$ cat src/led_fade_pulse_controller_core_macros.svh
// ----------------------------------------------------------------------------
// LED fade controller assertion macros
// Concurrent checks on clk_i, disabled while rst_ni is low.
// ----------------------------------------------------------------------------
`ifndef LED_FADE_PULSE_CONTROLLER_CORE_MACROS_SVH
`define LED_FADE_PULSE_CONTROLLER_CORE_MACROS_SVH

`ifndef NO_ASSERTIONS
`define LFPC_ASSERT(lbl, prop, msg) \
  lbl: assert property (@(posedge clk_i) disable iff (!rst_ni) (prop)) else $error(msg);
`define LFPC_ASSERT_NEXT(lbl, ante, cons, msg) \
  lbl: assert property (@(posedge clk_i) disable iff (!rst_ni) (ante) |=> (cons)) \
    else $error(msg);
`else
`define LFPC_ASSERT(lbl, prop, msg)
`define LFPC_ASSERT_NEXT(lbl, ante, cons, msg)
`endif

`endif

$ cat src/lfpc_pkg.sv
// ----------------------------------------------------------------------------
// lfpc_pkg
// Shared types and constants of the LED fade / pulse controller.
// ----------------------------------------------------------------------------
package lfpc_pkg;

  localparam int TIME_BITS   = 16;
  localparam int LEVEL_W     = 8;
  localparam int DUR_W       = 16;
  localparam int MODE_W      = 2;
  localparam int CMD_W       = 3;
  localparam int ADV_W       = 10;
  localparam int CFG_IDX_W   = 3;
  localparam int CFG_DATA_W  = 16;

  localparam int IN_TDATA_W  = 16;
  localparam int OUT_TDATA_W = 24;
  localparam int OUT_PAD_W   = OUT_TDATA_W - 2 * LEVEL_W - 2;

  // signed level difference times signed time offset
  localparam int OPA_W       = LEVEL_W + 1;
  localparam int OPB_W       = TIME_BITS + 1;
  localparam int PROD_W      = OPA_W + OPB_W;
  localparam int DIV_NUM_W   = LEVEL_W + TIME_BITS;
  localparam int DIV_CNT_W   = $clog2(DIV_NUM_W + 1);

  localparam int QUEUE_DEPTH = 2;
  localparam int QPTR_W      = $clog2(QUEUE_DEPTH);
  localparam int QCNT_W      = $clog2(QUEUE_DEPTH + 1);

  localparam logic [LEVEL_W-1:0] LEVEL_FULL = 8'd255;

  // mode register codes
  localparam logic [MODE_W-1:0] MODE_NORMAL = 2'd0;
  localparam logic [MODE_W-1:0] MODE_PULSE  = 2'd1;
  localparam logic [MODE_W-1:0] MODE_SOFT   = 2'd2;

  // register indexes
  localparam logic [CFG_IDX_W-1:0] CFG_MODE     = 3'd0;
  localparam logic [CFG_IDX_W-1:0] CFG_ON_LEVEL = 3'd1;
  localparam logic [CFG_IDX_W-1:0] CFG_OFF_LVL  = 3'd2;
  localparam logic [CFG_IDX_W-1:0] CFG_FADE_IN  = 3'd3;
  localparam logic [CFG_IDX_W-1:0] CFG_FADE_OUT = 3'd4;
  localparam logic [CFG_IDX_W-1:0] CFG_ON_HOLD  = 3'd5;
  localparam logic [CFG_IDX_W-1:0] CFG_OFF_HOLD = 3'd6;

  // register reset values
  localparam logic [MODE_W-1:0]  MODE_RST     = MODE_NORMAL;
  localparam logic [LEVEL_W-1:0] ON_LEVEL_RST = 8'd255;
  localparam logic [LEVEL_W-1:0] OFF_LVL_RST  = 8'd0;
  localparam logic [DUR_W-1:0]   FADE_RST     = 16'd500;
  localparam logic [DUR_W-1:0]   HOLD_RST     = 16'd1000;

  typedef enum logic [CMD_W-1:0] {
    CMD_TICK       = 3'd0,
    CMD_SWITCH_ON  = 3'd1,
    CMD_SWITCH_OFF = 3'd2,
    CMD_ENABLE     = 3'd3,
    CMD_DISABLE    = 3'd4,
    CMD_NOP        = 3'd5
  } cmd_e;

  typedef enum logic [1:0] {
    PH_OFF      = 2'd0,
    PH_FADE_IN  = 2'd1,
    PH_ON       = 2'd2,
    PH_FADE_OUT = 2'd3
  } phase_e;

  typedef enum logic [1:0] {
    JOB_FADE_IN,
    JOB_FADE_OUT,
    JOB_SWITCH_OFF
  } job_e;

  typedef enum logic [2:0] {
    BK_IDLE,
    BK_MUL,
    BK_DIV_START,
    BK_DIV_WAIT,
    BK_FINISH
  } back_state_e;

  typedef struct packed {
    cmd_e             cmd;
    logic [ADV_W-1:0] adv;
  } item_t;

  typedef struct packed {
    logic full;
    logic empty;
  } queue_stat_t;

  typedef struct packed {
    logic busy;
    logic done;
  } div_stat_t;

endpackage

$ cat src/lfpc_front.sv
// ----------------------------------------------------------------------------
// lfpc_front
// Input side: unpacks the stream word, decodes the command, feeds the queue.
// ----------------------------------------------------------------------------
module lfpc_front (
  input  logic                             s_axis_tvalid,
  output logic                             s_axis_tready,
  input  logic [lfpc_pkg::IN_TDATA_W-1:0]  s_axis_tdata,
  input  lfpc_pkg::queue_stat_t            qstat_i,
  output logic                             push_o,
  output lfpc_pkg::item_t                  item_o
);

  logic [lfpc_pkg::CMD_W-1:0] raw_cmd;

  assign raw_cmd       = s_axis_tdata[lfpc_pkg::CMD_W-1:0];
  assign s_axis_tready = !qstat_i.full;
  assign push_o        = s_axis_tvalid && !qstat_i.full;

  always_comb begin
    item_o.adv = s_axis_tdata[lfpc_pkg::CMD_W +: lfpc_pkg::ADV_W];
    // undefined command codes still return a result, with no state change
    if (raw_cmd <= lfpc_pkg::CMD_W'(lfpc_pkg::CMD_DISABLE)) begin
      item_o.cmd = lfpc_pkg::cmd_e'(raw_cmd);
    end else begin
      item_o.cmd = lfpc_pkg::CMD_NOP;
    end
  end

endmodule

$ cat src/lfpc_queue.sv
// ----------------------------------------------------------------------------
// lfpc_queue
// Short FIFO of decoded items between the input side and the executor.
// ----------------------------------------------------------------------------
module lfpc_queue (
  input  logic                  clk_i,
  input  logic                  rst_ni,
  input  logic                  push_i,
  input  lfpc_pkg::item_t       item_i,
  input  logic                  pop_i,
  output lfpc_pkg::item_t       item_o,
  output lfpc_pkg::queue_stat_t stat_o
);

  lfpc_pkg::item_t                  mem_q [lfpc_pkg::QUEUE_DEPTH];
  logic [lfpc_pkg::QPTR_W-1:0]      wr_ptr_q, rd_ptr_q;
  logic [lfpc_pkg::QCNT_W-1:0]      cnt_q;

  assign stat_o.full  = (cnt_q == lfpc_pkg::QCNT_W'(lfpc_pkg::QUEUE_DEPTH));
  assign stat_o.empty = (cnt_q == '0);
  assign item_o       = mem_q[rd_ptr_q];

  always_ff @(posedge clk_i) begin
    if (push_i) begin
      mem_q[wr_ptr_q] <= item_i;
    end
  end

  always_ff @(posedge clk_i or negedge rst_ni) begin
    if (!rst_ni) begin
      wr_ptr_q <= '0;
      rd_ptr_q <= '0;
      cnt_q    <= '0;
    end else begin
      if (push_i) begin
        wr_ptr_q <= wr_ptr_q + 1'b1;
      end
      if (pop_i) begin
        rd_ptr_q <= rd_ptr_q + 1'b1;
      end
      if (push_i && !pop_i) begin
        cnt_q <= cnt_q + 1'b1;
      end else if (pop_i && !push_i) begin
        cnt_q <= cnt_q - 1'b1;
      end
    end
  end

endmodule

$ cat src/lfpc_div.sv
// ----------------------------------------------------------------------------
// lfpc_div
// Restoring unsigned divider, one quotient bit per cycle.
// ----------------------------------------------------------------------------
module lfpc_div (
  input  logic                               clk_i,
  input  logic                               rst_ni,
  input  logic                               start_i,
  input  logic [lfpc_pkg::DIV_NUM_W-1:0]     num_i,
  input  logic [lfpc_pkg::DUR_W-1:0]         den_i,
  output lfpc_pkg::div_stat_t                stat_o,
  output logic [lfpc_pkg::DIV_NUM_W-1:0]     quo_o
);

  logic                              busy_q, done_q;
  logic [lfpc_pkg::DIV_CNT_W-1:0]    cnt_q;
  logic [lfpc_pkg::DUR_W-1:0]        rem_q, rem_d;
  logic [lfpc_pkg::DIV_NUM_W-1:0]    quo_q;
  logic [lfpc_pkg::DUR_W:0]          shifted;
  logic                              fits;

  assign stat_o.busy = busy_q;
  assign stat_o.done = done_q;
  assign quo_o       = quo_q;

  always_comb begin
    shifted = {rem_q, quo_q[lfpc_pkg::DIV_NUM_W-1]};
    fits    = (shifted >= {1'b0, den_i});
    if (fits) begin
      rem_d = lfpc_pkg::DUR_W'(shifted - {1'b0, den_i});
    end else begin
      rem_d = shifted[lfpc_pkg::DUR_W-1:0];
    end
  end

  // numerator shifts out of the top while quotient bits enter at the bottom
  always_ff @(posedge clk_i) begin
    if (start_i) begin
      quo_q <= num_i;
      rem_q <= '0;
    end else if (busy_q) begin
      quo_q <= {quo_q[lfpc_pkg::DIV_NUM_W-2:0], fits};
      rem_q <= rem_d;
    end
  end

  always_ff @(posedge clk_i or negedge rst_ni) begin
    if (!rst_ni) begin
      busy_q <= 1'b0;
      done_q <= 1'b0;
      cnt_q  <= '0;
    end else if (start_i) begin
      busy_q <= 1'b1;
      done_q <= 1'b0;
      cnt_q  <= lfpc_pkg::DIV_CNT_W'(lfpc_pkg::DIV_NUM_W);
    end else if (busy_q) begin
      cnt_q <= cnt_q - 1'b1;
      if (cnt_q == lfpc_pkg::DIV_CNT_W'(1)) begin
        busy_q <= 1'b0;
        done_q <= 1'b1;
      end
    end else begin
      done_q <= 1'b0;
    end
  end

endmodule

$ cat src/lfpc_exec.sv
// ----------------------------------------------------------------------------
// lfpc_exec
// Executor: holds registers and fade state, runs each command, drives results.
// ----------------------------------------------------------------------------
module lfpc_exec (
  input  logic                               clk_i,
  input  logic                               rst_ni,
  input  logic                               cfg_we_i,
  input  logic [lfpc_pkg::CFG_IDX_W-1:0]     cfg_addr_i,
  input  logic [lfpc_pkg::CFG_DATA_W-1:0]    cfg_data_i,
  input  lfpc_pkg::item_t                    item_i,
  input  lfpc_pkg::queue_stat_t              qstat_i,
  output logic                               pop_o,
  output logic                               div_start_o,
  output logic [lfpc_pkg::DIV_NUM_W-1:0]     div_num_o,
  output logic [lfpc_pkg::DUR_W-1:0]         div_den_o,
  input  lfpc_pkg::div_stat_t                div_stat_i,
  input  logic [lfpc_pkg::DIV_NUM_W-1:0]     div_quo_i,
  output logic                               m_axis_tvalid,
  input  logic                               m_axis_tready,
  output logic [lfpc_pkg::OUT_TDATA_W-1:0]   m_axis_tdata
);

  localparam int TB = lfpc_pkg::TIME_BITS;
  localparam int LW = lfpc_pkg::LEVEL_W;
  localparam int PW = lfpc_pkg::PROD_W;

  lfpc_pkg::back_state_e state_q, state_d;

  // configuration
  logic [lfpc_pkg::MODE_W-1:0] mode_q;
  logic [LW-1:0]               on_lvl_q, off_lvl_q;
  logic [lfpc_pkg::DUR_W-1:0]  fade_in_q, fade_out_q, on_hold_q, off_hold_q;

  // controller state
  logic                        en_q, sw_q;
  lfpc_pkg::phase_e            phase_q;
  logic [TB-1:0]               elapsed_q;
  logic [LW-1:0]               level_q;

  // job registers
  lfpc_pkg::job_e              job_q;
  logic                        fast_q;
  logic signed [lfpc_pkg::OPA_W-1:0] mul_a_q;
  logic signed [lfpc_pkg::OPB_W-1:0] mul_b_q;
  logic [lfpc_pkg::DUR_W-1:0]  div_den_q;
  logic                        den_neg_q, quo_neg_q;
  logic signed [PW-1:0]        prod_q;

  logic                        m_valid_q;
  logic [lfpc_pkg::OUT_TDATA_W-1:0] m_data_q;

  // decode
  logic                        out_free, job_need, job_fast, job_start, commit;
  lfpc_pkg::job_e              job_kind;
  logic                        fading_mode;
  logic [TB:0]                 e_sum;
  logic [TB-1:0]               e1;
  logic signed [LW:0]          diff_lvl;
  logic [LW:0]                 diff_abs;
  logic signed [lfpc_pkg::OPA_W-1:0] op_a;
  logic signed [lfpc_pkg::OPB_W-1:0] op_b;
  logic [lfpc_pkg::DUR_W-1:0]  op_den;
  logic [PW-1:0]               prod_abs;

  // finish arithmetic
  logic signed [PW-1:0]        q_s;
  logic signed [PW:0]          fade_sum, sw_diff;
  logic [LW-1:0]               lvl_lo, lvl_hi, fade_clamp, fade_val;
  logic [TB-1:0]               sw_dt;

  // next state of the controller
  logic                        nx_en, nx_sw;
  lfpc_pkg::phase_e            nx_phase;
  logic [TB-1:0]               nx_elapsed;
  logic [LW-1:0]               nx_level, nx_lv;

  assign out_free    = !m_valid_q || m_axis_tready;
  assign fading_mode = (mode_q == lfpc_pkg::MODE_PULSE) || (mode_q == lfpc_pkg::MODE_SOFT);
  assign e_sum       = {1'b0, elapsed_q} + (TB + 1)'(item_i.adv);
  assign e1          = e_sum[TB] ? '1 : e_sum[TB-1:0];
  assign diff_lvl    = $signed({1'b0, on_lvl_q}) - $signed({1'b0, off_lvl_q});
  assign diff_abs    = diff_lvl[LW] ? (LW + 1)'(-diff_lvl) : diff_lvl;
  assign prod_abs    = prod_q[PW-1] ? PW'(-prod_q) : PW'(prod_q);
  assign div_num_o   = prod_abs[lfpc_pkg::DIV_NUM_W-1:0];
  assign div_den_o   = div_den_q;

  // which items need the divider
  always_comb begin
    job_need = 1'b0;
    job_kind = lfpc_pkg::JOB_FADE_IN;
    job_fast = 1'b0;
    if (item_i.cmd == lfpc_pkg::CMD_TICK && en_q && fading_mode) begin
      if (phase_q == lfpc_pkg::PH_FADE_IN) begin
        job_need = 1'b1;
        job_kind = lfpc_pkg::JOB_FADE_IN;
        job_fast = (fade_in_q == '0);
      end else if (phase_q == lfpc_pkg::PH_FADE_OUT) begin
        job_need = 1'b1;
        job_kind = lfpc_pkg::JOB_FADE_OUT;
        job_fast = (fade_out_q == '0);
      end
    end else if (item_i.cmd == lfpc_pkg::CMD_SWITCH_OFF &&
                 phase_q == lfpc_pkg::PH_FADE_IN) begin
      job_need = 1'b1;
      job_kind = lfpc_pkg::JOB_SWITCH_OFF;
      job_fast = (diff_lvl == '0);
    end
  end

  always_comb begin
    case (job_kind)
      lfpc_pkg::JOB_FADE_OUT: begin
        op_a   = diff_lvl;
        op_b   = $signed({1'b0, fade_out_q}) - $signed({1'b0, e1});
        op_den = fade_out_q;
      end
      lfpc_pkg::JOB_SWITCH_OFF: begin
        op_a   = $signed({1'b0, level_q}) - $signed({1'b0, off_lvl_q});
        op_b   = $signed({1'b0, fade_out_q});
        op_den = lfpc_pkg::DUR_W'(diff_abs);
      end
      default: begin
        op_a   = diff_lvl;
        op_b   = $signed({1'b0, e1});
        op_den = fade_in_q;
      end
    endcase
  end

  // FSM next state
  always_comb begin
    state_d = state_q;
    case (state_q)
      lfpc_pkg::BK_IDLE: begin
        if (job_start) begin
          state_d = job_fast ? lfpc_pkg::BK_FINISH : lfpc_pkg::BK_MUL;
        end
      end
      lfpc_pkg::BK_MUL:       state_d = lfpc_pkg::BK_DIV_START;
      lfpc_pkg::BK_DIV_START: state_d = lfpc_pkg::BK_DIV_WAIT;
      lfpc_pkg::BK_DIV_WAIT: begin
        if (div_stat_i.done) begin
          state_d = lfpc_pkg::BK_FINISH;
        end
      end
      lfpc_pkg::BK_FINISH:    state_d = lfpc_pkg::BK_IDLE;
      default:                state_d = lfpc_pkg::BK_IDLE;
    endcase
  end

  // FSM outputs
  always_comb begin
    pop_o       = (state_q == lfpc_pkg::BK_IDLE) && !qstat_i.empty && out_free;
    job_start   = pop_o && job_need;
    commit      = (pop_o && !job_need) || (state_q == lfpc_pkg::BK_FINISH);
    div_start_o = (state_q == lfpc_pkg::BK_DIV_START);
  end

  // ramp value and switch-off time from the quotient
  always_comb begin
    q_s      = quo_neg_q ? -$signed({2'b00, div_quo_i}) : $signed({2'b00, div_quo_i});
    lvl_lo   = diff_lvl[LW] ? on_lvl_q : off_lvl_q;
    lvl_hi   = diff_lvl[LW] ? off_lvl_q : on_lvl_q;
    fade_sum = $signed({{(PW + 1 - LW){1'b0}}, off_lvl_q}) + {q_s[PW-1], q_s};
    if (fade_sum > $signed({{(PW + 1 - LW){1'b0}}, lvl_hi})) begin
      fade_clamp = lvl_hi;
    end else if (fade_sum < $signed({{(PW + 1 - LW){1'b0}}, lvl_lo})) begin
      fade_clamp = lvl_lo;
    end else begin
      fade_clamp = fade_sum[LW-1:0];
    end
    if (fast_q) begin
      fade_val = (job_q == lfpc_pkg::JOB_FADE_IN) ? on_lvl_q : off_lvl_q;
    end else begin
      fade_val = fade_clamp;
    end

    sw_diff = $signed({{(PW + 1 - lfpc_pkg::DUR_W){1'b0}}, fade_out_q}) - {q_s[PW-1], q_s};
    if (fast_q) begin
      sw_dt = TB'(fade_out_q);
    end else if (sw_diff < 0) begin
      sw_dt = '0;
    end else if (sw_diff > $signed({{(PW + 1 - lfpc_pkg::DUR_W){1'b0}}, fade_out_q})) begin
      sw_dt = TB'(fade_out_q);
    end else begin
      sw_dt = sw_diff[TB-1:0];
    end
  end

  // command semantics
  always_comb begin
    nx_en      = en_q;
    nx_sw      = sw_q;
    nx_phase   = phase_q;
    nx_elapsed = elapsed_q;
    nx_level   = level_q;
    if (state_q == lfpc_pkg::BK_FINISH) begin
      case (job_q)
        lfpc_pkg::JOB_FADE_IN: begin
          nx_level = fade_val;
          if (mode_q == lfpc_pkg::MODE_PULSE) begin
            if (elapsed_q >= TB'(fade_in_q)) begin
              nx_elapsed = '0;
              nx_phase   = lfpc_pkg::PH_ON;
            end
          end else if (fade_val == on_lvl_q) begin
            nx_elapsed = '0;
            nx_phase   = lfpc_pkg::PH_ON;
          end
        end
        lfpc_pkg::JOB_FADE_OUT: begin
          nx_level = fade_val;
          if (mode_q == lfpc_pkg::MODE_PULSE) begin
            if (elapsed_q >= TB'(fade_out_q)) begin
              nx_level   = off_lvl_q;
              nx_elapsed = '0;
              nx_phase   = lfpc_pkg::PH_OFF;
            end
          end else if (fade_val == off_lvl_q) begin
            nx_elapsed = '0;
            nx_phase   = lfpc_pkg::PH_OFF;
          end
        end
        lfpc_pkg::JOB_SWITCH_OFF: begin
          nx_elapsed = sw_dt;
          nx_phase   = lfpc_pkg::PH_FADE_OUT;
          nx_sw      = 1'b0;
        end
        default: ;
      endcase
    end else begin
      case (item_i.cmd)
        lfpc_pkg::CMD_TICK: begin
          if (en_q) begin
            nx_elapsed = e1;
            case (mode_q)
              lfpc_pkg::MODE_NORMAL: begin
                nx_phase = sw_q ? lfpc_pkg::PH_ON : lfpc_pkg::PH_OFF;
                nx_level = sw_q ? on_lvl_q : off_lvl_q;
              end
              lfpc_pkg::MODE_PULSE: begin
                if (phase_q == lfpc_pkg::PH_ON) begin
                  nx_level = on_lvl_q;
                  if (e1 >= TB'(on_hold_q)) begin
                    nx_phase   = lfpc_pkg::PH_FADE_OUT;
                    nx_elapsed = '0;
                  end
                end else begin
                  nx_level = off_lvl_q;
                  if (e1 >= TB'(off_hold_q) && sw_q) begin
                    nx_phase   = lfpc_pkg::PH_FADE_IN;
                    nx_elapsed = '0;
                  end
                end
              end
              lfpc_pkg::MODE_SOFT: begin
                if (phase_q == lfpc_pkg::PH_ON) begin
                  nx_level = on_lvl_q;
                  if (!sw_q) begin
                    nx_phase   = lfpc_pkg::PH_FADE_OUT;
                    nx_elapsed = '0;
                  end
                end else begin
                  nx_level = off_lvl_q;
                  if (sw_q) begin
                    nx_phase   = lfpc_pkg::PH_FADE_IN;
                    nx_elapsed = '0;
                  end
                end
              end
              default: nx_level = '0;
            endcase
          end
        end
        lfpc_pkg::CMD_SWITCH_ON: begin
          nx_elapsed = '0;
          nx_sw      = 1'b1;
        end
        lfpc_pkg::CMD_SWITCH_OFF: begin
          if (phase_q == lfpc_pkg::PH_ON) begin
            nx_phase   = lfpc_pkg::PH_FADE_OUT;
            nx_elapsed = '0;
          end
          nx_sw = 1'b0;
        end
        lfpc_pkg::CMD_ENABLE: begin
          if (!en_q) begin
            nx_en      = 1'b1;
            nx_elapsed = '0;
            nx_phase   = lfpc_pkg::PH_OFF;
          end
        end
        lfpc_pkg::CMD_DISABLE: begin
          if (en_q) begin
            nx_en    = 1'b0;
            nx_level = '0;
          end
        end
        default: ;
      endcase
    end
    nx_lv = nx_en ? nx_level : '0;
  end

  always_ff @(posedge clk_i or negedge rst_ni) begin
    if (!rst_ni) begin
      state_q    <= lfpc_pkg::BK_IDLE;
      mode_q     <= lfpc_pkg::MODE_RST;
      on_lvl_q   <= lfpc_pkg::ON_LEVEL_RST;
      off_lvl_q  <= lfpc_pkg::OFF_LVL_RST;
      fade_in_q  <= lfpc_pkg::FADE_RST;
      fade_out_q <= lfpc_pkg::FADE_RST;
      on_hold_q  <= lfpc_pkg::HOLD_RST;
      off_hold_q <= lfpc_pkg::HOLD_RST;
      en_q       <= 1'b0;
      sw_q       <= 1'b0;
      phase_q    <= lfpc_pkg::PH_OFF;
      elapsed_q  <= '0;
      level_q    <= '0;
      m_valid_q  <= 1'b0;
    end else begin
      state_q <= state_d;
      if (commit) begin
        en_q      <= nx_en;
        sw_q      <= nx_sw;
        phase_q   <= nx_phase;
        elapsed_q <= nx_elapsed;
        level_q   <= nx_level;
        m_valid_q <= 1'b1;
      end else begin
        if (job_start && item_i.cmd == lfpc_pkg::CMD_TICK) begin
          elapsed_q <= e1;
        end
        if (m_axis_tready) begin
          m_valid_q <= 1'b0;
        end
      end
      if (cfg_we_i) begin
        case (cfg_addr_i)
          lfpc_pkg::CFG_MODE: begin
            // a mode change restarts the time base
            if (cfg_data_i[lfpc_pkg::MODE_W-1:0] != mode_q) begin
              mode_q    <= cfg_data_i[lfpc_pkg::MODE_W-1:0];
              elapsed_q <= '0;
            end
          end
          lfpc_pkg::CFG_ON_LEVEL: on_lvl_q   <= cfg_data_i[LW-1:0];
          lfpc_pkg::CFG_OFF_LVL:  off_lvl_q  <= cfg_data_i[LW-1:0];
          lfpc_pkg::CFG_FADE_IN:  fade_in_q  <= cfg_data_i[lfpc_pkg::DUR_W-1:0];
          lfpc_pkg::CFG_FADE_OUT: fade_out_q <= cfg_data_i[lfpc_pkg::DUR_W-1:0];
          lfpc_pkg::CFG_ON_HOLD:  on_hold_q  <= cfg_data_i[lfpc_pkg::DUR_W-1:0];
          lfpc_pkg::CFG_OFF_HOLD: off_hold_q <= cfg_data_i[lfpc_pkg::DUR_W-1:0];
          default: ;
        endcase
      end
    end
  end

  always_ff @(posedge clk_i) begin
    if (job_start) begin
      job_q     <= job_kind;
      fast_q    <= job_fast;
      mul_a_q   <= op_a;
      mul_b_q   <= op_b;
      div_den_q <= op_den;
      den_neg_q <= (job_kind == lfpc_pkg::JOB_SWITCH_OFF) && diff_lvl[LW];
    end
    if (state_q == lfpc_pkg::BK_MUL) begin
      prod_q <= mul_a_q * mul_b_q;
    end
    if (state_q == lfpc_pkg::BK_DIV_START) begin
      quo_neg_q <= prod_q[PW-1] ^ den_neg_q;
    end
    if (commit) begin
      m_data_q <= {{lfpc_pkg::OUT_PAD_W{1'b0}}, nx_phase,
                   lfpc_pkg::LEVEL_FULL - nx_lv, nx_lv};
    end
  end

  assign m_axis_tvalid = m_valid_q;
  assign m_axis_tdata  = m_data_q;

endmodule

$ cat src/led_fade_pulse_controller_core.sv
// ----------------------------------------------------------------------------
// led_fade_pulse_controller_core
// LED brightness controller with normal, soft-fade and pulsing modes.
// ----------------------------------------------------------------------------
// Input stream carries one command per item: tick with elapsed milliseconds,
// switch on, switch off, enable or disable. Every item returns exactly one
// result item: level, active-low PWM compare (255 - level) and phase.
// Registers are written through cfg_we_i / cfg_addr_i / cfg_data_i; the user
// must do so only while the block is idle, which the block does not enforce.
// Mode, levels, fade and hold times take effect on later items. Items enter a
// two-entry queue; the executor pulls one when idle with its output register
// free or being drained. A tick during a fade, or a switch off during a
// fade-in, goes through a 9x17 multiply and a 24-bit serial divider, unless
// its fade time or level span is zero; no new item is taken meanwhile. Other
// commands run at one item per cycle while the output is not stalled. Reset
// clears the controller to disabled, switched off, phase off, level 0, and
// loads the register defaults. When m_axis_tready is low the result holds and
// the queue fills; s_axis_tready drops once it is full.
// ----------------------------------------------------------------------------
`include "led_fade_pulse_controller_core_macros.svh"

module led_fade_pulse_controller_core (
  input  logic                               clk_i,
  input  logic                               rst_ni,
  input  logic                               cfg_we_i,
  input  logic [lfpc_pkg::CFG_IDX_W-1:0]     cfg_addr_i,
  input  logic [lfpc_pkg::CFG_DATA_W-1:0]    cfg_data_i,
  input  logic                               s_axis_tvalid,
  output logic                               s_axis_tready,
  // [2:0] cmd, [12:3] advance_ms, [15:13] zero
  input  logic [lfpc_pkg::IN_TDATA_W-1:0]    s_axis_tdata,
  output logic                               m_axis_tvalid,
  input  logic                               m_axis_tready,
  // [7:0] level, [15:8] pwm_compare, [17:16] phase, [23:18] zero
  output logic [lfpc_pkg::OUT_TDATA_W-1:0]   m_axis_tdata
);

  logic                              push, pop, div_start;
  lfpc_pkg::item_t                   item_in, item_head;
  lfpc_pkg::queue_stat_t             qstat;
  lfpc_pkg::div_stat_t               div_stat;
  logic [lfpc_pkg::DIV_NUM_W-1:0]    div_num, div_quo;
  logic [lfpc_pkg::DUR_W-1:0]        div_den;

  lfpc_front u_front (
    .s_axis_tvalid (s_axis_tvalid),
    .s_axis_tready (s_axis_tready),
    .s_axis_tdata  (s_axis_tdata),
    .qstat_i       (qstat),
    .push_o        (push),
    .item_o        (item_in)
  );

  lfpc_queue u_queue (
    .clk_i  (clk_i),
    .rst_ni (rst_ni),
    .push_i (push),
    .item_i (item_in),
    .pop_i  (pop),
    .item_o (item_head),
    .stat_o (qstat)
  );

  lfpc_div u_div (
    .clk_i   (clk_i),
    .rst_ni  (rst_ni),
    .start_i (div_start),
    .num_i   (div_num),
    .den_i   (div_den),
    .stat_o  (div_stat),
    .quo_o   (div_quo)
  );

  lfpc_exec u_exec (
    .clk_i         (clk_i),
    .rst_ni        (rst_ni),
    .cfg_we_i      (cfg_we_i),
    .cfg_addr_i    (cfg_addr_i),
    .cfg_data_i    (cfg_data_i),
    .item_i        (item_head),
    .qstat_i       (qstat),
    .pop_o         (pop),
    .div_start_o   (div_start),
    .div_num_o     (div_num),
    .div_den_o     (div_den),
    .div_stat_i    (div_stat),
    .div_quo_i     (div_quo),
    .m_axis_tvalid (m_axis_tvalid),
    .m_axis_tready (m_axis_tready),
    .m_axis_tdata  (m_axis_tdata)
  );

  `LFPC_ASSERT(a_pop_needs_free_out, pop |-> (!m_axis_tvalid || m_axis_tready), "item popped while result stalled")
  `LFPC_ASSERT_NEXT(a_div_runs_after_start, div_start, div_stat.busy, "divider did not start")
  `LFPC_ASSERT(a_pwm_is_complement, m_axis_tvalid |-> ((m_axis_tdata[7:0] ^ m_axis_tdata[15:8]) == 8'hFF), "pwm compare mismatch")

endmodule

$ cat config.mk
export PLATFORM = sky130hd
export DESIGN_NAME = led_fade_pulse_controller_core
export DESIGN_NICKNAME = d
export VERILOG_FILES = /design/src/lfpc_pkg.sv /design/src/lfpc_front.sv /design/src/lfpc_queue.sv /design/src/lfpc_div.sv /design/src/lfpc_exec.sv /design/src/led_fade_pulse_controller_core.sv
export VERILOG_INCLUDE_DIRS = /design/src /design/src/src
export SDC_FILE = /design/constraint.sdc
export NUM_CORES = 1
export LEC_CHECK = 0
export ABC_AREA = 1
export CAP_MARGIN = 20
export CORE_MARGIN = 2
export CORE_UTILIZATION = 35
export CTS_CLUSTER_DIAMETER = 40
export DETAILED_ROUTE_END_ITERATION = 8
export DONT_BUFFER_PORTS = 1
export PLACE_DENSITY = 0.58
export RECOVER_POWER = 100
export SYNTH_ARGS = -nofsm -noshare
export SYNTH_HDL_FRONTEND = slang
export SYNTH_SLANG_ARGS = --single-unit
$ cat constraint.sdc
create_clock -name clk_i -period 7.1 [get_ports clk_i]
set_clock_uncertainty 0.15 [all_clocks]
set_input_delay 1.775 -clock clk_i [delete_from_list [all_inputs] [get_ports clk_i]]
set_output_delay 1.775 -clock clk_i [all_outputs]
set_load 0.05 [all_outputs]
==> results <==
- In the layout the commonest cells are sky130_fd_sc_hd__nand2_1, sky130_fd_sc_hd__inv_1, sky130_fd_sc_hd__o21ai_0, sky130_fd_sc_hd__ha_1, sky130_fd_sc_hd__a21oi_1.
- The run finished, with violations left.
- The largest single stage delay on the critical path is 0.53 ns.
- The first global-routing pass estimated 126 mm of wire.
- The mapped netlist covers 26800 um2.
- The async set-or-reset flop fraction in the synthesized netlist is 44.5%.
- The share of the Yosys chip area taken by registers is 28.7%.
- The vertical die dimension is 281 um.
- The time the worst path needs with I/O delays and setup is 6.49 ns.
- The highest fanout seen on the critical path is 16.
- The detailed-router iteration count before antenna repair is 8.
- Measured along the x axis, the die boundary spans 281 um.
- The number of buffer cells added on primary ports is 0.
- In the routed design, unresolved DRC markers number 0.
- Counting the buffers created by CTS gives 53.
- The final reports fail on max-capacitance violations, max-slew violations.
- The clock passes through at most 3 buffers.
- The area occupied by registers is 7690 um2.
- The gate count of the mapped netlist is 3506.
- TritonCTS built the clock tree.
- Timing would allow up to 0.154 GHz.
- After layout, the worst setup slack is 0.612 ns.
- Clock latency on the worst-skew pair, taken at its later pin, is 0.61 ns.
- In this run the standard cell core region covers 75800 um2.
- The HPWL after detailed placement is 61.9 mm.
- The critical path class is reg2reg.
- For the pin with the worst max-slew slack, the measured transition is 1.61 ns.
- The worst-case IR drop observed on VDD is 0.328 mV.
- The final worst-path cycle share is 91.4%.
- The multi-input gate area in the final layout is 16600 um2.
- The via count of the first global-routing pass was 22200.
- The net count of the finished layout is 3909.
- Across the run, the number of max-cap violations was 2.
- The worst hold path belongs to the class reg2reg.
- The detailed-route via count is 23300.
- The arrival time at the worst endpoint is 6.81 ns.
- The layout-stage area growth over the synthesis result is 10.7%.
- The area of the die is 78800 um2.
- The leading cell type in the layout, fill and taps excluded is sky130_fd_sc_hd__nand2_1.
- The post-route non-filler standard cell count is 4518.
- After synthesis the netlist holds a flip-flop and latch count of 281.
- The worst flop-to-flop path endpoint is u_exec.elapsed_q[12].
- The instance count along the most critical hold path is 2.
- The congestion estimate from routability-driven global placement came to 0.942.
- The hold buffer count at CTS is 0.
- The worst relative slew slack is -7.48%.
- The power density over the cells is 473 nW/um2.
- The number of endpoints with negative hold slack in the final report is 0.
- The worst reg-to-reg setup slack is 0.61 ns.
- The clock sink total is 281.
- The placement row count is 101.
- The total of endpoints with negative setup slack in the final report is 0.
- The sum of overflow across all layers after global routing is 0.
- The kind of start point of the critical path is a flip-flop.
- The number of fillers in the final layout is 7956.
- The worst hold path terminates at u_div.rem_q[7].
- The placed instance count is 4411.
- The post-route setup TNS is 0 ns.
- The mean post-synth cell area is 7.64 um2.
- The number of enable-type register cells in the synthesized netlist is 140.
- The number of max-slew violations in the final report is 77.
- The first-iteration detailed-routing DRC count is 2002.
- The routed design has 79.5 mm of wire.
- The most numerous cell type found on the critical path is sky130_fd_sc_hd__nand2_1.
- The number of antenna violations at the first check in global routing was 2.
- After detailed routing, the number of vias per cell comes to 5.15.
- The detailed-route wire length per cell is 17.6 um.
- Among all flip-flop cells after synthesis, the most frequent one is sky130_fd_sc_hd__edfxtp_1.
- The data required time of the worst path is 7.42 ns.
- The detail route stage leaves a number of antenna-violating nets equal to 0.
- STA classifies the critical path endpoint as a flip-flop.
- Counting distinct cell types in the post-synthesis netlist gives 55.
- Clock tree synthesis selected as its root buffer the cell sky130_fd_sc_hd__clkbuf_16.
- The post-place setup slack is 0.439 ns.
- The largest net degree at the start of global routing is 126.
- The startpoint identified for the worst register-to-register timing path is u_queue.rd_ptr_q.
- After clock tree synthesis, the clock-pin slew on the worst setup and hold paths is 0.05 ns.
- For this run, the number of Yosys warnings is 0.
- The initial core utilization is 35.3%.
- The H-tree was split into 2 levels.
- The depth of the worst register-to-register path is 43.
- The layout cell share with drive strength beyond 1 is 7.57%.
- The global-route usage over all layers is 20.3%.
- The design draws 14.0 mW.
- The total leakage power is 14.3 nW.
- The startpoint identified for the worst hold timing path is u_div.rem_q[7].
- The boundary pin count is 66.
- The slowest stage of the critical path is the sky130_fd_sc_hd__dfrtp_1 cell.
-- routing by layer --
| metal | vias up | wire length, um | track usage [%] |
|---|---|---|---|
| met1 | 10900 | 35700 | 27.8 |
| met2 | 752 | 35700 | 32.6 |
| met3 | 149 | 5210 | 2.81 |
| met4 | 2 | 2880 | 7.51 |
| met5 | - | 13 | 0 |
| li1 | 11500 | - | - |
-- synth_stat cells (9+ instances only) --
| cell | n | area (um2) |
|---|---|---|
| sky130_fd_sc_hd__nand2_1 | 810 | 3040 |
| sky130_fd_sc_hd__inv_1 | 542 | 2030 |
| sky130_fd_sc_hd__o21ai_0 | 288 | 1440 |
| sky130_fd_sc_hd__ha_1 | 243 | 3040 |
| sky130_fd_sc_hd__a21oi_1 | 235 | 1180 |
| sky130_fd_sc_hd__nor2_1 | 222 | 833 |
| sky130_fd_sc_hd__edfxtp_1 | 140 | 4200 |
| sky130_fd_sc_hd__nand3_1 | 134 | 671 |
| sky130_fd_sc_hd__fa_1 | 133 | 2660 |
| sky130_fd_sc_hd__clkbuf_1 | 100 | 375 |
| sky130_fd_sc_hd__dfrtp_1 | 93 | 2330 |
| sky130_fd_sc_hd__xor2_1 | 82 | 718 |
| sky130_fd_sc_hd__xnor2_1 | 44 | 385 |
| sky130_fd_sc_hd__nor3_1 | 34 | 170 |
| sky130_fd_sc_hd__o221ai_1 | 34 | 298 |
| sky130_fd_sc_hd__dfstp_2 | 32 | 841 |
| sky130_fd_sc_hd__o22ai_1 | 32 | 200 |
| sky130_fd_sc_hd__nand4_1 | 28 | 175 |
| sky130_fd_sc_hd__nand2_2 | 25 | 156 |
| sky130_fd_sc_hd__or2_2 | 20 | 125 |
| sky130_fd_sc_hd__o211ai_1 | 19 | 143 |
| sky130_fd_sc_hd__a22oi_1 | 16 | 120 |
| sky130_fd_sc_hd__dfxtp_1 | 16 | 320 |
| sky130_fd_sc_hd__nor2_2 | 16 | 100 |
| sky130_fd_sc_hd__nand3b_1 | 13 | 97.6 |
| sky130_fd_sc_hd__o21bai_1 | 13 | 97.6 |
| sky130_fd_sc_hd__nand3_2 | 12 | 120 |
| sky130_fd_sc_hd__a211oi_1 | 11 | 82.6 |
| sky130_fd_sc_hd__o21ai_1 | 11 | 55.1 |
| sky130_fd_sc_hd__clkinv_1 | 9 | 33.8 |
| sky130_fd_sc_hd__nor4_1 | 9 | 56.3 |
-- worst max path at each step --
stage / startpoint / endpoint / slack (ns) / cells after the start
finish: u_queue.rd_ptr_q / u_exec.elapsed_q[12] / 0.61 / 43
global route: u_queue.rd_ptr_q / u_exec.mul_b_q[14] / -0.009 / 40
CTS: u_queue.rd_ptr_q / u_exec.elapsed_q[14] / 0.36 / 44
detailed placement: u_queue.rd_ptr_q / u_exec.elapsed_q[14] / 0.44 / 44
global placement: u_queue.rd_ptr_q / u_exec.elapsed_q[14] / 0.57 / 44
floorplan: u_exec.mul_a_q[7] / u_exec.prod_q[25] / 1.03 / 26
-- stage by stage --
step	hold slack, ns	util, %	cell area, um2
final	0.324	39.1	29700
after global routing	0.347	39.1	29700
after CTS	0.323	39.1	29600
after detailed placement	0.313	36.7	27900
after global placement	0.312	36.7	27800
after floorplan	0.279	-	26800
-- logic make-up after synthesis --
family                   after synthesis  synth area share (%)
AO/OA/AOI/OAI                        706                  14.8
XOR/XNOR                             126                  4.12
adder cells (fa/ha/maj)              376                  21.3
buffers and inverters                677                  9.66
flip-flops                           281                  28.7
other                                  1                0.0140
AND/OR/NAND/NOR                     1339                  21.4
-- worst max-delay path: cells and delay by family (launching register included) --
| kind | cells | cell delay [ns] |
|---|---|---|
| compound gates | 13 | 2.03 |
| flops | 1 | 0.53 |
| fa+ha+maj | 3 | 0.93 |
| simple gates | 23 | 2.12 |
| buf+inv | 4 | 0.57 |
-- state kept, by name (all words and copies together), names as in the netlist, 17 cells and up --
register / cells
u_queue.mem_q: 26
u_exec.prod_q: 25
u_exec.m_axis_tdata: 18
u_exec.mul_b_q: 17
u_div.quo_o: 24
-- repair_timing --
action,in CTS,in global routing
setup endpoints to repair,0,20
setup buffers,0,2
gates resized for setup,0,4
-- where the power goes --
group          switching, mW  internal, mW  total [mW]
clock                  0.984          1.49        2.47
sequential             0.726          2.41        3.14
combinational           5.43          2.98        8.41
-- final cells by class --
class                   instances  share of cell area [%]
well taps                     978                    4.13
multi-input cells            2553                    55.8
clock buffers                  56                    4.51
diodes                          2                  0.0169
clock inverters                44                    1.45
inverters                     558                    7.07
flip-flops and latches        281                    25.9
repair buffers                 46                    1.09
(Power assumes the default switching activity.)
